## src/hw/rtl/fcca_pkg.sv

```systemverilog
`timescale 1ns / 1ps
// shared types and constants of the fat cluster chain allocator
// no dependencies; imported by fcca_sector and the top level

package fcca_pkg;

    // request kinds carried on the input tuser
    localparam logic [2:0] REQ_LOAD   = 3'd0;
    localparam logic [2:0] REQ_ALLOC  = 3'd1;
    localparam logic [2:0] REQ_EXTEND = 3'd2;
    localparam logic [2:0] REQ_NEXT   = 3'd3;
    localparam logic [2:0] REQ_SECTOR = 3'd4;

    // result status codes carried on the output tuser
    localparam logic [1:0] ST_OK    = 2'd0;
    localparam logic [1:0] ST_FULL  = 2'd1;
    localparam logic [1:0] ST_RANGE = 2'd2;

    // configuration register indexes
    localparam logic [1:0] CFG_RESERVED  = 2'd0;
    localparam logic [1:0] CFG_COPIES    = 2'd1;
    localparam logic [1:0] CFG_FAT_SIZE  = 2'd2;
    localparam logic [1:0] CFG_CLUS_SECS = 2'd3;

    // end-of-chain mark and the lowest word that counts as end of chain
    localparam logic [31:0] EOC_WORD   = 32'h0FFF_FFFF;
    localparam logic [27:0] EOC_MARK   = 28'hFFF_FFFF;
    localparam logic [31:0] EOC_LIMIT  = 32'h0FFF_FFF8;
    localparam logic [11:0] FIRST_DATA = 12'd2;

    // volume geometry used by the sector calculation
    typedef struct packed {
        logic [15:0] reserved_sectors;
        logic [7:0]  fat_copies;
        logic [31:0] fat_size_sectors;
        logic [7:0]  cluster_sectors;
    } t_sec_cfg;

endpackage

```

## src/hw/rtl/fcca_sector.sv

```systemverilog
`timescale 1ns / 1ps
// first-sector calculation: two-stage multiply then add
// depends on fcca_pkg (t_sec_cfg, FIRST_DATA)

module fcca_sector
    import fcca_pkg::*;
(
    input  logic        i_clk,
    input  logic        i_rst_n,
    input  logic        i_start,
    input  logic [11:0] i_cluster_index,
    input  t_sec_cfg    i_cfg,
    output logic        o_valid,
    output logic [31:0] o_sector
);

    logic        r_v1;
    logic        r_v2;
    logic [15:0] r_rsv;
    logic [31:0] r_fat_area;
    logic [19:0] r_clus_off;
    logic [31:0] r_sector;
    logic [11:0] idx_m2;

    assign idx_m2 = i_cluster_index - FIRST_DATA;

    // valid flags of the two stages
    always_ff @(posedge i_clk) begin
        if (!i_rst_n) begin
            r_v1 <= 1'b0;
            r_v2 <= 1'b0;
        end else begin
            r_v1 <= i_start;
            r_v2 <= r_v1;
        end
    end

    // stage one: the two products, stage two: the sum modulo 2^32
    always_ff @(posedge i_clk) begin
        r_rsv      <= i_cfg.reserved_sectors;
        r_fat_area <= 32'(i_cfg.fat_size_sectors * 32'(i_cfg.fat_copies));
        r_clus_off <= 20'(idx_m2) * 20'(i_cfg.cluster_sectors);
        r_sector   <= 32'(r_rsv) + r_fat_area + 32'(r_clus_off);
    end

    assign o_valid  = r_v2;
    assign o_sector = r_sector;

endmodule

```

## config.mk

```make
export PLATFORM = sky130hd
export DESIGN_NAME = fcca_sector
export DESIGN_NICKNAME = d
export VERILOG_FILES = /design/src/hw/rtl/fcca_pkg.sv /design/src/hw/rtl/fcca_sector.sv
export SDC_FILE = /design/constraint.sdc
export NUM_CORES = 1
export LEC_CHECK = 0
export BUFFER_PORTS_ARGS = -buffer_cell sky130_fd_sc_hd__buf_4
export CORE_MARGIN = 2
export CORE_UTILIZATION = 60
export CTS_CLUSTER_SIZE = 10
export DETAILED_ROUTE_END_ITERATION = 6
export GPL_TIMING_DRIVEN = 1
export PLACE_DENSITY = 0.87
export SLEW_MARGIN = 0
export SYNTH_ARGS = -nofsm -noshare
export SYNTH_HDL_FRONTEND = slang
export SYNTH_SLANG_ARGS = --single-unit
```

## constraint.sdc

```tcl
create_clock -name i_clk -period 12.7 [get_ports i_clk]
set_input_delay 0.635 -clock i_clk [delete_from_list [all_inputs] [get_ports i_clk]]
set_output_delay 0.635 -clock i_clk [all_outputs]
set_load 0.005 [all_outputs]
```

==> impl_metrics.tcl, run 1 <==
set metrics [dict create \
    status "complete, no violations" \
    ir_drop_uv 142 \
    synth_seq_cells 102 \
    cts-root-buf "clkbuf_16" \
    r2r_end "o_sector[31]" \
    power.density_nw_per_um2 244 \
    clk_path_buf_depth 2 \
    hold_end "r_rsv[3]" \
    grt_pass1_vias 10771 \
    start_util_pct 60.6 \
    clock_latency_ns 0.35 \
    final_nets 1889 \
    die_x_um 152 \
    hp-class "input port to flip-flop" \
    coreArea_um2 21700 \
    cts_buffers 9 \
    avgSynthCellArea_um2 9.54 \
    areaGrowthSynthToFinish_pct 10.9 \
    final_common_cell "fa_1" \
    crit_required_ns 12.94 \
    cp.arrival_ns 5.92 \
    gp_congestion 0.878 \
    netlist_area_um2 13200 \
    final.setup_skew_ns 0.0120 \
    r2r-start "r_fat_area[0]" \
    finalHoldViolCount 0 \
    timing.final.crit_share_pct 44.7 \
    post_cts_buffers 0 \
    multi_input_area_um2 10200 \
    wl_per_cell_um 17.1 \
    ys.flop_type "dfxtp_1" \
    globalRouteOverflowTotal 0 \
    cts_sinks 102 \
    timing_max_transition_violations_final 0 \
    die_area_um2 23100 \
    min_from "i_cfg[51]" \
    finalSetupTns_ns 0 \
    drive_gt1_share_pct 9.55 \
    antenna_found_initial 0 \
    clk_pin_slew_ns 0.07 \
    grt_pass1_wl_um 51500 \
    synth_cell_type_count 57 \
    hold_path_depth 1 \
    final_cell_mix "233 x fa_1, 220 x inv_1, 177 x and2_1, 132 x nand2_1, 111 x buf_4" \
    ios 112 \
    cts_hold_buf 0 \
    synth_nets 1796 \
    antenna_left 0 \
    totalPowerFinal_mw 3.55 \
    synth_top_cell_area_share_pct 35.5 \
    post-route-min-period_ns 5.68 \
    r2r_cells 15 \
    htreeDepth 3 \
    ys_top_cells_by_area "fa_1 35%, dfxtp_1 16%, ha_1 10%" \
    die_h_um 152 \
    maxCapViolCount 0 \
    end_kind "flip-flop" \
    num_vias 9834 \
    synth-edff-count 0 \
    grt_use_total_pct 27.2 \
    syn_inst 1379 \
    drtPass1Iterations 5 \
    async_flop_share_pct 0 \
    drt_first_iter_violations 587 \
    rsz0062_at_grt "no" \
    tightestPinTransition_ns 0.712 \
    crit_type "input port to flip-flop" \
    diodes 0 \
    cp-startpoint "i_cluster_index[1]" \
    setup_viol_count_final 0 \
    num_rows 54 \
    cp-start-kind "input port" \
    cts_tree "built" \
    leakagePower_nw 6.99 \
    fmax_mhz 176 \
    dpl_cell_area_um2 14200 \
    hpwl_um 24000 \
    r2r_slack_ns 8.85 \
    drc 0 \
    cts_resized 0 \
    finalInstanceArea_um2 14600 \
    drt_wl_total_um 30000 \
    yosysTopAreaCell "fa_1" \
    avgViaCountPerCell 5.60 \
    io_buffers 111 \
    regArea_um2 2040 \
    num-fill-cells 1636 \
    critPathMaxFanout 10 \
    grt_max_degree 33 \
    yosysSeqAreaShare_pct 15.5 \
    relSlewSlack_pct 52.4 \
    synth_warnings 0 \
]
==> worst max-delay path: stages <==
cell and delay (ns):
buf_4 0.15, inv_1 0.08, ha_1 0.24, nand2_1 0.09, xnor2_1 0.51, nand2_1 0.16, fa_1 0.52, inv_1 0.05
fa_1 0.46, fa_1 0.56, inv_1 0.06, fa_1 0.53, inv_1 0.04, ha_1 0.32, or2_2 0.32, a21oi_1 0.16
a21oi_1 0.10, a211oi_1 0.36, nor2_1 0.13, a21oi_1 0.18, o21ai_0 0.11, xor2_1 0.15
==> report_power, final <==
part | switching, mW | total, mW | internal [mW]
combinational | 1.47 | 2.66 | 1.20
sequential | 0.0739 | 0.572 | 0.498
clock | 0.125 | 0.321 | 0.196
total | 1.66 | 3.55 | 1.89
==> Yosys cell counts, drive strengths merged (2+ instances only) <==
| cell type | n |
|---|---|
| a211oi | 8 |
| a21boi | 3 |
| a21o | 11 |
| a21oi | 48 |
| a22o | 2 |
| a311oi | 2 |
| a31oi | 6 |
| a41oi | 2 |
| and2 | 177 |
| and2b | 2 |
| and3 | 3 |
| clkbuf | 29 |
| dfxtp | 102 |
| fa | 233 |
| ha | 105 |
| inv | 220 |
| nand2 | 132 |
| nand2b | 17 |
| nand3 | 16 |
| nand4 | 4 |
| nor2 | 29 |
| nor2b | 51 |
| nor3 | 15 |
| o211ai | 5 |
| o21a | 8 |
| o21ai | 29 |
| o21bai | 5 |
| o311ai | 2 |
| o31a | 2 |
| o31ai | 3 |
| or2 | 2 |
| or3 | 7 |
| xnor2 | 64 |
| xor2 | 22 |
==> how the worst max path moves through the flow <==
stage                           endpoint  slack (ns)  depth (start not counted)
after CTS                 r_clus_off[17]        7.09                         22
after floorplan           r_clus_off[17]        7.26                         22
after detailed placement  r_clus_off[17]        6.78                         22
after global placement    r_clus_off[17]        6.96                         19
final                     r_clus_off[17]        7.02                         22
after global routing      r_clus_off[17]        6.59                         22
==> logic make-up after synthesis <==
family                   synth area share (%)
flip-flops                               15.5
AO/OA/AOI/OAI                            7.65
buffers and inverters                    7.11
adder cells (fa/ha/maj)                  45.5
XOR/XNOR                                 5.73
AND/OR/NAND/NOR                          18.5
==> layer usage <==
| metal | up-vias | wire length, µm | GRT usage, % |
|---|---|---|---|
| met5 | - | 0 | 0 |
| met3 | 68 | 2160 | 3.82 |
| met2 | 437 | 14900 | 47.5 |
| met4 | 0 | 729 | 8.14 |
| met1 | 4871 | 12300 | 35.6 |
| li1 | 4458 | - | - |
==> area by class of cell <==
| cell class | count | area share, % |
|---|---|---|
| clock buffers | 9 | 1.54 |
| clock inverters | 7 | 0.901 |
| multi-input cells | 1028 | 69.8 |
| well taps | 280 | 2.40 |
| repair buffers | 111 | 5.71 |
| inverters | 220 | 5.66 |
| flip-flops and latches | 102 | 14.0 |
==> metrics by stage <==
| step | hold WS (ns) | std cells | utilization [%] | worst slack, ns |
|---|---|---|---|---|
| 6_report | 0.381 | 1757 | 67.2 | 7.02 |
| 3_3_place_gp | 0.420 | 1741 | 65.6 | 6.96 |
| 2_1_floorplan | 0.412 | 1379 | - | 7.26 |
| 5_1_grt | 0.378 | 1757 | 67.2 | 6.59 |
| 3_5_place_dp | 0.427 | 1741 | 65.6 | 6.78 |
| 4_1_cts | 0.377 | 1757 | 67.2 | 7.09 |
==> registers in the layout, indices dropped and copies added, names as in the netlist <==
signal      flops
o_sector       32
o_valid         1
r_clus_off     20
r_fat_area     32
r_rsv          16
r_v1            1
Power figures use the tool's default switching activity.
==> inputs of run 2 (changes only) <==
==> constraint.sdc (replaced) <==
create_clock -name i_clk -period 5.8 [get_ports i_clk]
set_input_delay 0.29 -clock i_clk [delete_from_list [all_inputs] [get_ports i_clk]]
set_output_delay 0.29 -clock i_clk [all_outputs]
set_load 0.005 [all_outputs]
==> impl_metrics.tcl, run 2 (synthesis results as in run 1) <==
set metrics [dict create \
    htreeDepth 3 \
    final_nets 1891 \
    finalSetupTns_ns 0 \
    seqPwrFrac_pct 16.3 \
    die_x_um 152 \
    grt_pass1_vias 10780 \
    antenna_found_initial 0 \
    crit_required_ns 6.04 \
    gp_congestion 0.879 \
    cts_tree "built" \
    grt_pass1_wl_um 51300 \
    stdcell_count 1759 \
    combPwrFrac_pct 75.6 \
    maxCapViolCount 0 \
    io_buffers 111 \
    post-route-min-period_ns 5.26 \
    clk_path_buf_depth 2 \
    fmax_mhz 190 \
    relSlewSlack_pct 49.1 \
    path_buf_inv 5 \
    drt_first_iter_violations 600 \
    path_cells "buf_4 -> inv_1 -> ha_1 -> nand2_1 -> xnor2_1 -> nand2_1 -> fa_1 -> inv_1 -> fa_1 -> fa_1 -> inv_1 -> fa_1 -> inv_1 -> ha_1 -> or2_2 -> a21oi_1 -> a21oi_1 -> a211oi_1 -> nor2_1 -> a21oi_1 -> o21ai_0 -> xor2_1" \
    final_cell_mix "233 x fa_1, 220 x inv_1, 177 x and2_1, 132 x nand2_1, 113 x buf_4" \
    r2r-start "r_fat_area[0]" \
    drc 0 \
    power.switching_mw 3.58 \
    avgViaCountPerCell 5.49 \
    drt_wl_total_um 29500 \
    final_common_cell "fa_1" \
    cts_buffers 9 \
    critPathMaxFanout 10 \
    status "complete, no violations" \
    cpLargestDelayFamily "adder cells" \
    die_area_um2 23100 \
    globalRouteOverflowTotal 0 \
    num_vias 9659 \
    timing_max_transition_violations_final 0 \
    cts_resized 0 \
    grt_use_total_pct 26.9 \
    cts-root-buf "clkbuf_16" \
    hpwl_um 23400 \
    antenna_left 0 \
    coreArea_um2 21700 \
    timing.final.crit_share_pct 90.7 \
    wl_per_cell_um 16.8 \
    cp-startpoint "i_cluster_index[1]" \
    cts_sinks 102 \
    areaGrowthSynthToFinish_pct 10.6 \
    finalHoldViolCount 0 \
    min_from "i_cfg[48]" \
    grt_max_degree 33 \
    clockPowerShare_pct 8.1 \
    slowest_delay_ns 0.55 \
    rsz0062_at_grt "no" \
    ir_drop_uv 331 \
    switching_share_pct 47.0 \
    crit_type "input port to flip-flop" \
    p_int_mw 4.04 \
    power.density_nw_per_um2 524 \
    ios 112 \
    drtPass1Iterations 5 \
    post_cts_buffers 0 \
    diodes 0 \
    cp-start-kind "input port" \
    leakagePower_nw 6.97 \
    start_util_pct 60.6 \
    drive_gt1_share_pct 9.60 \
    final.setup_skew_ns 0.00853 \
    crit_slowest_cell "fa_1" \
    dp_cells 1743 \
    hp-class "input port to flip-flop" \
    cp.arrival_ns 5.49 \
    die_h_um 152 \
    clk_pin_slew_ns 0.07 \
    cts_hold_buf 0 \
    setup_viol_count_final 0 \
    num-fill-cells 1584 \
    num_rows 54 \
    clock_latency_ns 0.35 \
    tightestPinTransition_ns 0.758 \
    end_kind "flip-flop" \
]
[run 2: changes by cell type in the layout (fill, tap and decap cells not counted)]
| cell | before | now |
|---|---|---|
| clkbuf_1 | 0 | 1 |
| bufinv_16 | 3 | 1 |
| buf_4 | 111 | 113 |
| clkinv_4 | 0 | 1 |
[run 2: worst paths after layout]
| check | end | slack [ns] | cells past startpoint |
|---|---|---|---|
| hold reg to reg | o_sector[31] | 0.43 | 1 |
| setup reg to reg | o_sector[31] | 2.02 | 15 |
| setup / recovery | r_clus_off[17] | 0.54 | 22 |
| hold / removal | r_rsv[0] | 0.04 | 1 |
[run 2: per-layer routing]
metal,track usage (%),routed length (µm),vias up,share of wire (%)
li1,-,-,4457,-
met1,36.1,12700,4798,43
met2,46.2,14400,363,49
met3,3.71,1950,41,6.6
met4,7.03,403,0,1.4
met5,0,0,-,0
[run 2: worst reg2reg max path, stage by stage, from the launching register on]
cell and delay [ns]:
dfxtp_1 0.38, inv_1 0.09, fa_1 0.38, inv_1 0.07
ha_1 0.20, inv_1 0.08, fa_1 0.48, and2b_1 0.25
o211ai_1 0.18, a2bb2oi_4 0.27, a31oi_4 0.13, o311ai_4 0.33
a41oi_2 0.19, o221ai_2 0.34, nand4_1 0.17, xnor2_1 0.14
[run 2: power groups by stage]
stage	registers, mW	logic (mW)	clock network [mW]
2_1_floorplan	1.23	4.31	0
3_3_place_gp	1.25	5.44	0
3_5_place_dp	1.26	5.65	0
4_1_cts	1.25	5.74	0.623
5_1_grt	1.28	6.48	0.651
6_report	1.24	5.77	0.615
[run 2: metrics by stage]
step                utilization [%]  hold WS, ns  instance area [µm²]  total power [mW]  setup slack (ns)
floorplan                         -        0.318                13200              5.54             0.702
global placement               65.7        0.396                14200              6.70             0.430
detailed placement             65.7        0.397                14200              6.91             0.277
CTS                            67.1       0.0293                14600              7.61             0.610
global route                   67.1       0.0338                14600              8.40             0.209
finish                         67.1       0.0368                14600              7.63             0.542
[run 2: final cells by class]
type / count / area [µm²] / area share (%)
multi-input cells: 1028 / 10200 / 69.9
flip-flops and latches: 102 / 2040 / 14.0
repair buffers: 113 / 848 / 5.83
inverters: 220 / 826 / 5.68
well taps: 280 / 350 / 2.41
clock buffers: 10 / 229 / 1.57
clock inverters: 6 / 80.1 / 0.550
